## config.mk

```make
export PLATFORM = sky130hd
export DESIGN_NAME = frsp_out_buf
export DESIGN_NICKNAME = d
export VERILOG_FILES = /design/src/sv/frsp_pkg.sv /design/src/sv/frsp_out_buf.sv
export SDC_FILE = /design/constraint.sdc
export NUM_CORES = 1
export LEC_CHECK = 0
export BUFFER_PORTS_ARGS = -buffer_cell sky130_fd_sc_hd__buf_2
export CAP_MARGIN = 30
export CORE_AREA = 10 10 86 103
export CTS_CLUSTER_DIAMETER = 60
export CTS_CLUSTER_SIZE = 40
export DETAILED_ROUTE_END_ITERATION = 10
export DIE_AREA = 0 0 96 113
export SLEW_MARGIN = 20
export SYNTH_ARGS = -nofsm -noshare
export SYNTH_HDL_FRONTEND = slang
export SYNTH_SLANG_ARGS = --single-unit
```

## constraint.sdc

```tcl
create_clock -name i_clk -period 6.68 [get_ports i_clk]
set_clock_uncertainty 0.1 [all_clocks]
set_input_delay 0.668 -clock i_clk [delete_from_list [all_inputs] [get_ports i_clk]]
set_output_delay 0.668 -clock i_clk [all_outputs]
set_load 0.05 [all_outputs]
```

## src/sv/frsp_pkg.sv

```systemverilog
// Package for the FIT record stream parser.
// Holds the phase and record-state types, event codes, result struct and the
// nibble-table CRC-16 step. No dependencies.
package frsp_pkg;

    // File-level phase.
    typedef enum logic [1:0] {
        PH_HEADER = 2'd0,
        PH_DATA   = 2'd1,
        PH_DCRC   = 2'd2,
        PH_IDLE   = 2'd3
    } t_phase;

    // Record-level state inside the data section.
    typedef enum logic [1:0] {
        RS_HDR    = 2'd0,
        RS_DEFFIX = 2'd1,
        RS_DEFFLD = 2'd2,
        RS_DATA   = 2'd3
    } t_rec_state;

    // Event codes reported on the result stream.
    typedef enum logic [2:0] {
        EV_HDR_OK    = 3'd0,
        EV_HDR_BAD   = 3'd1,
        EV_TIME      = 3'd2,
        EV_SPEED     = 3'd3,
        EV_FILE_OK   = 3'd4,
        EV_FILE_BAD  = 3'd5,
        EV_TOO_MANY  = 3'd6,
        EV_RESERVED  = 3'd7
    } t_event;

    // Configuration register indexes.
    localparam logic [1:0] REG_SPEED_MSG   = 2'd0;
    localparam logic [1:0] REG_SPEED_FIELD = 2'd1;
    localparam logic [1:0] REG_TIME_FIELD  = 2'd2;

    localparam logic [15:0] SPEED_MSG_RESET   = 16'd19;
    localparam logic [7:0]  SPEED_FIELD_RESET = 8'd13;
    localparam logic [7:0]  TIME_FIELD_RESET  = 8'd4;
    localparam logic [7:0]  MIN_HEADER_LEN    = 8'd10;
    localparam int          LOCAL_TYPES       = 16;

    // One result transaction.
    typedef struct packed {
        t_event      ev;
        logic [31:0] value;
    } t_result;

    // CRC-16 (poly 0xA001) nibble table.
    function automatic logic [15:0] nib_tab(input logic [3:0] idx);
        logic [15:0] r;
        begin
            case (idx)
                4'h0: r = 16'h0000;
                4'h1: r = 16'hCC01;
                4'h2: r = 16'hD801;
                4'h3: r = 16'h1400;
                4'h4: r = 16'hF001;
                4'h5: r = 16'h3C00;
                4'h6: r = 16'h2800;
                4'h7: r = 16'hE401;
                4'h8: r = 16'hA001;
                4'h9: r = 16'h6C00;
                4'hA: r = 16'h7800;
                4'hB: r = 16'hB401;
                4'hC: r = 16'h5000;
                4'hD: r = 16'h9C01;
                4'hE: r = 16'h8801;
                default: r = 16'h4400;
            endcase
            return r;
        end
    endfunction

    // One byte of CRC, low nibble first.
    function automatic logic [15:0] crc_step(input logic [15:0] c, input logic [7:0] b);
        logic [15:0] t;
        begin
            t = ((c >> 4) & 16'h0FFF) ^ nib_tab(c[3:0]) ^ nib_tab(b[3:0]);
            t = ((t >> 4) & 16'h0FFF) ^ nib_tab(t[3:0]) ^ nib_tab(b[7:4]);
            return t;
        end
    endfunction

endpackage

```

## src/sv/frsp_out_buf.sv

```systemverilog
// Two-entry result buffer between the parser and the master stream.
// Depends on frsp_pkg.
module frsp_out_buf (
    input  logic             i_clk,
    input  logic             i_rst_n,
    input  logic             i_push,
    input  frsp_pkg::t_result i_item,
    output logic             o_ready,
    output logic             o_valid,
    output frsp_pkg::t_result o_item,
    input  logic             i_pop_ready
);
    import frsp_pkg::*;

    t_result    r_q0, r_q1, n_q0, n_q1;
    logic [1:0] r_cnt, n_cnt;
    logic       pop;

    assign pop     = (r_cnt != 2'd0) && i_pop_ready;
    assign o_valid = (r_cnt != 2'd0);
    assign o_item  = r_q0;
    assign o_ready = (r_cnt != 2'd2);

    // Queue update for push and pop.
    always_comb begin
        n_q0  = r_q0;
        n_q1  = r_q1;
        n_cnt = r_cnt;
        if (pop) begin
            n_q0  = r_q1;
            n_cnt = n_cnt - 2'd1;
        end
        if (i_push) begin
            if (n_cnt == 2'd0) begin
                n_q0 = i_item;
            end else begin
                n_q1 = i_item;
            end
            n_cnt = n_cnt + 2'd1;
        end
    end

    always_ff @(posedge i_clk) begin
        if (!i_rst_n) begin
            r_cnt <= 2'd0;
        end else begin
            r_cnt <= n_cnt;
        end
    end

    always_ff @(posedge i_clk) begin
        r_q0 <= n_q0;
        r_q1 <= n_q1;
    end

`ifndef SYNTHESIS
    a_cnt_bound: assert property (@(posedge i_clk) disable iff (!i_rst_n)
        r_cnt != 2'd3) else $error("result buffer count out of range");
    a_no_push_full: assert property (@(posedge i_clk) disable iff (!i_rst_n)
        (r_cnt == 2'd2 && !i_pop_ready) |-> !i_push)
        else $error("push into full result buffer");
    a_hold: assert property (@(posedge i_clk) disable iff (!i_rst_n)
        (o_valid && !i_pop_ready) |=> $stable(o_item))
        else $error("head result changed while stalled");
`endif
endmodule

```

* Word level (Yosys, flattened, before mapping)
Index checks and enable logic that the tools add are counted.
** Storage, ports and cells
- Register bits after elaboration :: 72
- Bits in latches :: 0
- Bits in writable memories :: 0
- Bits in read-only memories :: 0
- Output and inout port bits :: 37
- Memories :: 0
** Cells by class
- Add/subtract/negate cells :: 2
- $mul :: 0
- Divide/modulo/power cells :: 0
- Order comparisons :: 0
- Equality and inequality tests :: 1
- Shift operators :: 0
- Multiplexer cells :: 5
- Bitwise logic cells :: 1
- Reduce and logical (&&, ||, !) cells :: 4
** Operators with widths (count)
- $mux W35 :: 3
- $mux W2 :: 2
- $add A2 B1 Y2 const B :: 1
- $logic_not A2 Y1 :: 1
- $ne A2 B2 Y1 const B :: 1
- $reduce_and A2 Y1 :: 1
- $reduce_bool A2 Y1 :: 1
- $sub A2 B1 Y2 const B :: 1
- $logic_and A1 B1 Y1 :: 1
- $not A1 Y1 :: 1

* Depth between registers and ports, before layout
Gate-level depths: netlist (run 1).
- Depth in word-level cells :: 6
- Mapped depth :: 13

* Least setup slack after synthesis (run 1)
No wires, ideal clock.
- Path kind :: input-to-reg
- Start point :: input port i_pop_ready
- End point :: register r_q1[0] in the netlist's numbering, enable pin
- Data arrival time :: 2.903 ns
- Data required time :: 6.149 ns
- Path slack :: 3.245 ns
- Stages :: 6
- Cell sequence :: nand2b_4 > buf_6 > buf_6 > xnor2_1 > ha_1 > nor2b_1
** On the way
- Cells in the longest elaborated chain, start to end :: 5
** RTL lines
- from (decl) :: line frsp_out_buf.sv:11 : input logic i_pop_ready
- $logic_and A1 B1 Y1 :: line frsp_out_buf.sv:19 : assign pop = (r_cnt != 2'd0) && i_pop_ready;
- $mux W2 :: line frsp_out_buf.sv:29 : if (pop) begin
- $logic_not A2 Y1 :: line frsp_out_buf.sv:34 : if (n_cnt == 2'd0) begin
- $not A1 Y1 (no line)
- $reduce_and A2 Y1 (no line)
- to (signal assigned) :: line frsp_out_buf.sv:53 : r_q1 <= n_q1;
- to (decl) :: line frsp_out_buf.sv:15 : t_result r_q0, r_q1, n_q0, n_q1;
Every way passes these cells.
A chain may end at the register's enable or synchronous reset.

==> impl_metrics.py, run 1 <==
metrics = {
    "grt": {
        "grt_max_degree": 43,
        "grt_pass1_wl_um": 8960,
        "antenna_found_initial": 0,
        "first_global_vias": 1877,
        "grtUsageTotal": 0.105,
        "gr-total-overflow": 0,
    },
    "detailed_routing": {
        "ant_nets": 0,
        "wirelength_um": 5300,
        "wl_per_cell_um": 14.1,
        "num_vias": 1706,
        "avgViaCountPerCell": 4.53,
        "drt-pass1-iter-count": 4,
        "drt_iter0_markers": 72,
        "drc_errors": 0,
    },
    "die": {
        "fp.coreArea_sq_mm": 0.00677,
        "initial_core_util": 0.394,
        "die_area_sq_mm": 0.0108,
        "ioPinCount": 76,
        "die_y_um": 113,
        "die_width_um": 96,
        "fp-row-count": 33,
    },
    "synthesis": {
        "synthArstFlopShare": 0,
        "ys_ff_latch": 72,
        "synthTopCellsByArea": "edfxtp_1, dfxtp_1, mux2i_1, o21ai_0, nand2_1",
        "seq_area_frac_synth": 0.671,
        "yosys-top-cells-count": "dfxtp_1, nand2_1, mux2i_1",
        "yosysWarnings": 0,
        "synth.avg_cell_area_sq_um": 12.7,
        "syn-cell-area_sq_mm": 0.00267,
        "synth_top_area_cell": "edfxtp_1",
        "ys_types": 21,
        "synth_edf_count": 35,
        "synthFlopType": "dfxtp_1",
        "postSynthCellCount": 211,
        "yosysTopAreaCellShare": 0.393,
        "syn_nets": 253,
    },
    "layout": {
        "finalInstanceArea_sq_mm": 0.00332,
        "multiInputGateArea_sq_um": 791,
        "syn2layout_area_growth_pct": 24.2,
        "finalCoreUtilization": 0.490,
        "antenna_cells": 0,
        "drive_gt1_frac": 0.328,
        "nets": 328,
        "fillerInstances": 670,
        "register_area_sq_mm": 0.00179,
    },
    "sta": {
        "tightest_slew_ps": 694,
        "drv_slew": 0,
        "period_share": 0.429,
        "final_hold_viol_count": 0,
        "fmax_ghz": 0.349,
        "rsz0062_at_grt": "false",
        "period_needed_ps": 2860,
        "slew_headroom": 0.538,
        "tns_ps": 0,
        "setup_viol": 0,
    },
    "worst_setup_path": {
        "worstPathRequired_ps": 6800,
        "worstSetupStartpointType": "flip-flop",
        "cp.buffers_inverters": 2,
        "crit_family": "simple AND/OR/NAND/NOR gates",
        "worstPathArrival_ps": 2990,
        "crit_path_cell_trace": "inv_1, ha_1, nand2b_4, xnor2_1, ha_1, and2_2, buf_12, o21ai_0",
        "slowest_delay_ps": 480,
        "critPathSlowestCell": "and2_2",
        "critPathMostFrequentCell": "ha_1",
        "cp_max_fo": 42,
        "critPathCaptureType": "flip-flop",
        "criticalPathCategory": "reg -> reg",
    },
    "clock_network": {
        "cts.path.max_buffers": 2,
        "cts_setup_buffers": 0,
        "htree_levels": 3,
        "cts_tree": "done",
        "cts_buffers": 9,
        "clock_latency_ps": 330,
        "cts_resized": 0,
        "holdBufCountCts": 0,
        "path_clk_slew_ps": 70,
        "root_buffer": "clkbuf_8",
        "clock-sinks": 72,
    },
    "power": {
        "ir_drop_v": 0.000237,
        "leakage_nw": 1.54,
        "p_per_area_mw_per_mm2": 567,
        "total_power_mw": 1.88,
    },
    "hold_path": {
        "hold_class": "in -> reg",
    },
    "run": {
        "max-cap-violations": 0,
    },
    "status": {
        "outcome": "finished clean",
    },
    "placed_design": {
        "place_congestion": 0.699,
        "placed_cell_area_sq_mm": 0.00313,
        "post-dp-hpwl_um": 3700,
        "numPortBuffers": 75,
    },
}
where the power goes:
| group | internal (mW) | total, mW | switching, mW |
|---|---|---|---|
| combinational | 0.225 | 0.852 | 0.627 |
| clock | 0.169 | 0.324 | 0.155 |
| sequential | 0.645 | 0.707 | 0.0622 |
per-layer routing:
| layer | track usage | routed length (um) |
|---|---|---|
| met5 | 0 | 0 |
| met4 | 0.0562 | 131 |
| met3 | 0.0443 | 464 |
| met2 | 0.170 | 2600 |
| met1 | 0.113 | 2110 |
flip-flops by register name, summed over array words and instances (netlist names):
| register | count |
|---|---|
| o_item | 35 |
| r_q1 | 35 |
| r_cnt | 2 |
per-stage QoR:
stage / hold WS [ps] / cells / worst slack [ps]
after floorplan: 393 / 211 / 3250
after global placement: 402 / 360 / 3480
after detailed placement: 417 / 362 / 3710
after CTS: 399 / 377 / 3740
after global routing: 394 / 377 / 3500
final: 419 / 377 / 3820
cells in the final DEF, fill, tap and decap left out, types with 3 or more instances in the layout:
cell type	instances
buf_2	75
nand2_1	37
dfxtp_1	37
mux2i_1	36
o21ai_0	35
edfxtp_1	35
clkbuf_8	9
inv_1	5
ha_1	3
clkinv_2	3
layout make-up:
type,count,share of cell area
Sequential cell,72,0.540
Inverter,5,0.00566
Tap cell,87,0.0328
Multi-Input combinational cell,121,0.238
Clock buffer,9,0.0373
Clock inverter,6,0.0185
Timing Repair Buffer,77,0.127
path summary, 6_finish.rpt:
kind / to / slack, ps / start / cells after the start
max: o_item[3] / 3820 / r_cnt[1] / 8
min: r_q1[7] / 420 / i_item[7] / 1
max reg2reg: o_item[3] / 3820 / r_cnt[1] / 8
min reg2reg: o_item[13] / 420 / r_q1[13] / 2
cell families after synthesis:
family / after synthesis / share of synthesized area
adder cells (fa/ha/maj): 3 / 0.0141
multiplexers: 36 / 0.135
flip-flops: 72 / 0.671
buffers and inverters: 18 / 0.0365
AO/OA/AOI/OAI: 37 / 0.0698
AND/OR/NAND/NOR: 44 / 0.0707
XOR/XNOR: 1 / 0.00328
(Power assumes the default switching activity.)
==> run 2, diff against run 1 <==
--- a/config.mk
+++ b/config.mk
@@ -12,6 +12,7 @@
 export CTS_CLUSTER_SIZE = 40
 export DETAILED_ROUTE_END_ITERATION = 10
 export DIE_AREA = 0 0 96 113
+export PLACE_DENSITY = 0.65
 export SLEW_MARGIN = 20
 export SYNTH_ARGS = -nofsm -noshare
 export SYNTH_HDL_FRONTEND = slang
==> constraint.sdc (replaced) <==
create_clock -name i_clk -period 2.5 [get_ports i_clk]
set_clock_uncertainty 0.1 [all_clocks]
set_input_delay 0.25 -clock i_clk [delete_from_list [all_inputs] [get_ports i_clk]]
set_output_delay 0.25 -clock i_clk [all_outputs]
set_load 0.05 [all_outputs]
==> run 2 against run 1 <==
Against the previous run: worst hold slack lost 390 ps; register-to-register slack worse by 3500 ps; critical path depth stayed put; die area unchanged; sequential power rose to 2.7 times the previous value; count of clock-buffer cells in the layout unchanged; sequential cell count did not move; fmax up 34%; combinational power grew to 2.7 times the previous value; critical path type unchanged; largest cell class unchanged.
==> impl_metrics.py, run 2 (synthesis gave the netlist of run 1 again) <==
metrics = {
    "detailed_routing": {
        "avgViaCountPerCell": 4.48,
        "wirelength_um": 5680,
        "ant_nets": 0,
        "drt-pass1-iter-count": 4,
        "drt_iter0_markers": 45,
        "wl_per_cell_um": 13.7,
        "drc_errors": 0,
        "num_vias": 1861,
    },
    "sta": {
        "period_needed_ps": 2140,
        "slew_headroom": 0.736,
        "rsz0062_at_grt": "false",
        "final_hold_viol_count": 0,
        "tns_ps": 0,
        "whs_ps": 28.9,
        "drv_slew": 0,
        "fin_ws_ps": 360,
        "setup_viol": 0,
        "fmax_ghz": 0.467,
        "period_share": 0.856,
        "tightest_slew_ps": 396,
    },
    "placed_design": {
        "numPortBuffers": 75,
        "placed_cell_area_sq_mm": 0.00313,
        "place_congestion": 0.630,
        "dp_cells": 366,
        "place_ws_ps": 351,
        "post-dp-hpwl_um": 3850,
    },
    "layout": {
        "fillerInstances": 612,
        "final_cell_count_no_fill": 415,
        "finalCoreUtilization": 0.539,
        "syn2layout_area_growth_pct": 36.5,
        "antenna_cells": 0,
        "finalInstanceArea_sq_mm": 0.00365,
        "final_common_cell": "buf_2",
        "nets": 365,
        "final_cell_mix": "buf_2, nand2_1, dfxtp_1",
        "drive_gt1_frac": 0.299,
    },
    "power": {
        "p_per_area_mw_per_mm2": 1390,
        "total_power_mw": 5.06,
        "ir_drop_v": 0.000720,
        "leakage_nw": 1.68,
    },
    "die": {
        "die_width_um": 96,
        "fp.coreArea_sq_mm": 0.00677,
        "initial_core_util": 0.394,
        "die_y_um": 113,
        "ioPinCount": 76,
        "die_area_sq_mm": 0.0108,
        "fp-row-count": 33,
    },
    "worst_setup_path": {
        "worstPathRequired_ps": 2600,
        "critPathMostFrequentCell": "ha_1",
        "crit_path_cell_trace": "inv_1, ha_1, nand2b_4, xnor2_1, ha_1, and2_2, buf_4, o21ai_0",
        "slowest_delay_ps": 370,
        "critPathCaptureType": "flip-flop",
        "criticalPathCategory": "reg -> reg",
        "worstSetupStartpointType": "flip-flop",
        "worstPathArrival_ps": 2240,
        "cp_max_fo": 40,
        "critPathSlowestCell": "dfxtp_1",
    },
    "clock_network": {
        "cts_tree": "done",
        "cts.path.max_buffers": 2,
        "cts_buffers": 9,
        "cts_resized": 0,
        "clock-sinks": 72,
        "path_clk_slew_ps": 70,
        "htree_levels": 3,
        "clock_latency_ps": 330,
        "root_buffer": "clkbuf_8",
    },
    "grt": {
        "grt_pass1_wl_um": 9300,
        "first_global_vias": 1986,
        "grt_max_degree": 41,
        "gr-total-overflow": 0,
        "grtUsageTotal": 0.109,
        "antenna_found_initial": 0,
    },
    "status": {
        "outcome": "finished clean",
    },
    "run": {
        "max-cap-violations": 0,
    },
    "hold_path": {
        "hold_class": "in -> reg",
    },
}
## run 2: repair_timing
action,CTS,global route
endpoints found under the hold margin,36,0
buffers inserted,0,0
endpoints found under the setup margin,0,0
hold buffers,33,0
## run 2: metal layers
| metal | global-route usage | wire length, um | vias up | share of wire |
|---|---|---|---|---|
| met3 | 0.0556 | 500 | 7 | 0.088 |
| met1 | 0.122 | 2470 | 833 | 0.43 |
| met5 | 0 | 0 | - | 0 |
| li1 | - | - | 962 | - |
| met2 | 0.172 | 2660 | 59 | 0.47 |
| met4 | 0.0414 | 59 | 0 | 0.010 |
## run 2: path summary, 6_finish.rpt
check                  start         end  slack (ps)  cells past startpoint
setup / recovery    r_cnt[1]  o_item[15]         360                      8
hold / removal    i_item[26]    r_q1[26]          30                      1
setup reg to reg    r_cnt[1]  o_item[15]         360                      8
hold reg to reg      r_q1[0]   o_item[0]         430                      2
## run 2: where the power goes
group	leakage, nW	switching [mW]	internal, mW
clock network	0.0901	0.411	0.450
logic	0.948	1.69	0.616
registers	0.639	0.169	1.72
## run 2: layout make-up
class	instances	area [sq um]	share of cell area
inverters	5	18.8	0.00515
repair buffers	114	751	0.206
well taps	87	109	0.0298
multi-input cells	121	791	0.217
clock buffers	9	124	0.0340
flip-flops and latches	72	1790	0.491
clock inverters	7	62.6	0.0172
## run 2: critical path, delay by kind of cell, from the launching register on
family          cells  cell delay, ps
compound gates      1             160
xor+xnor            1             220
fa+ha+maj           2             440
buf+inv             2             390
flops               1             370
simple gates        2             330
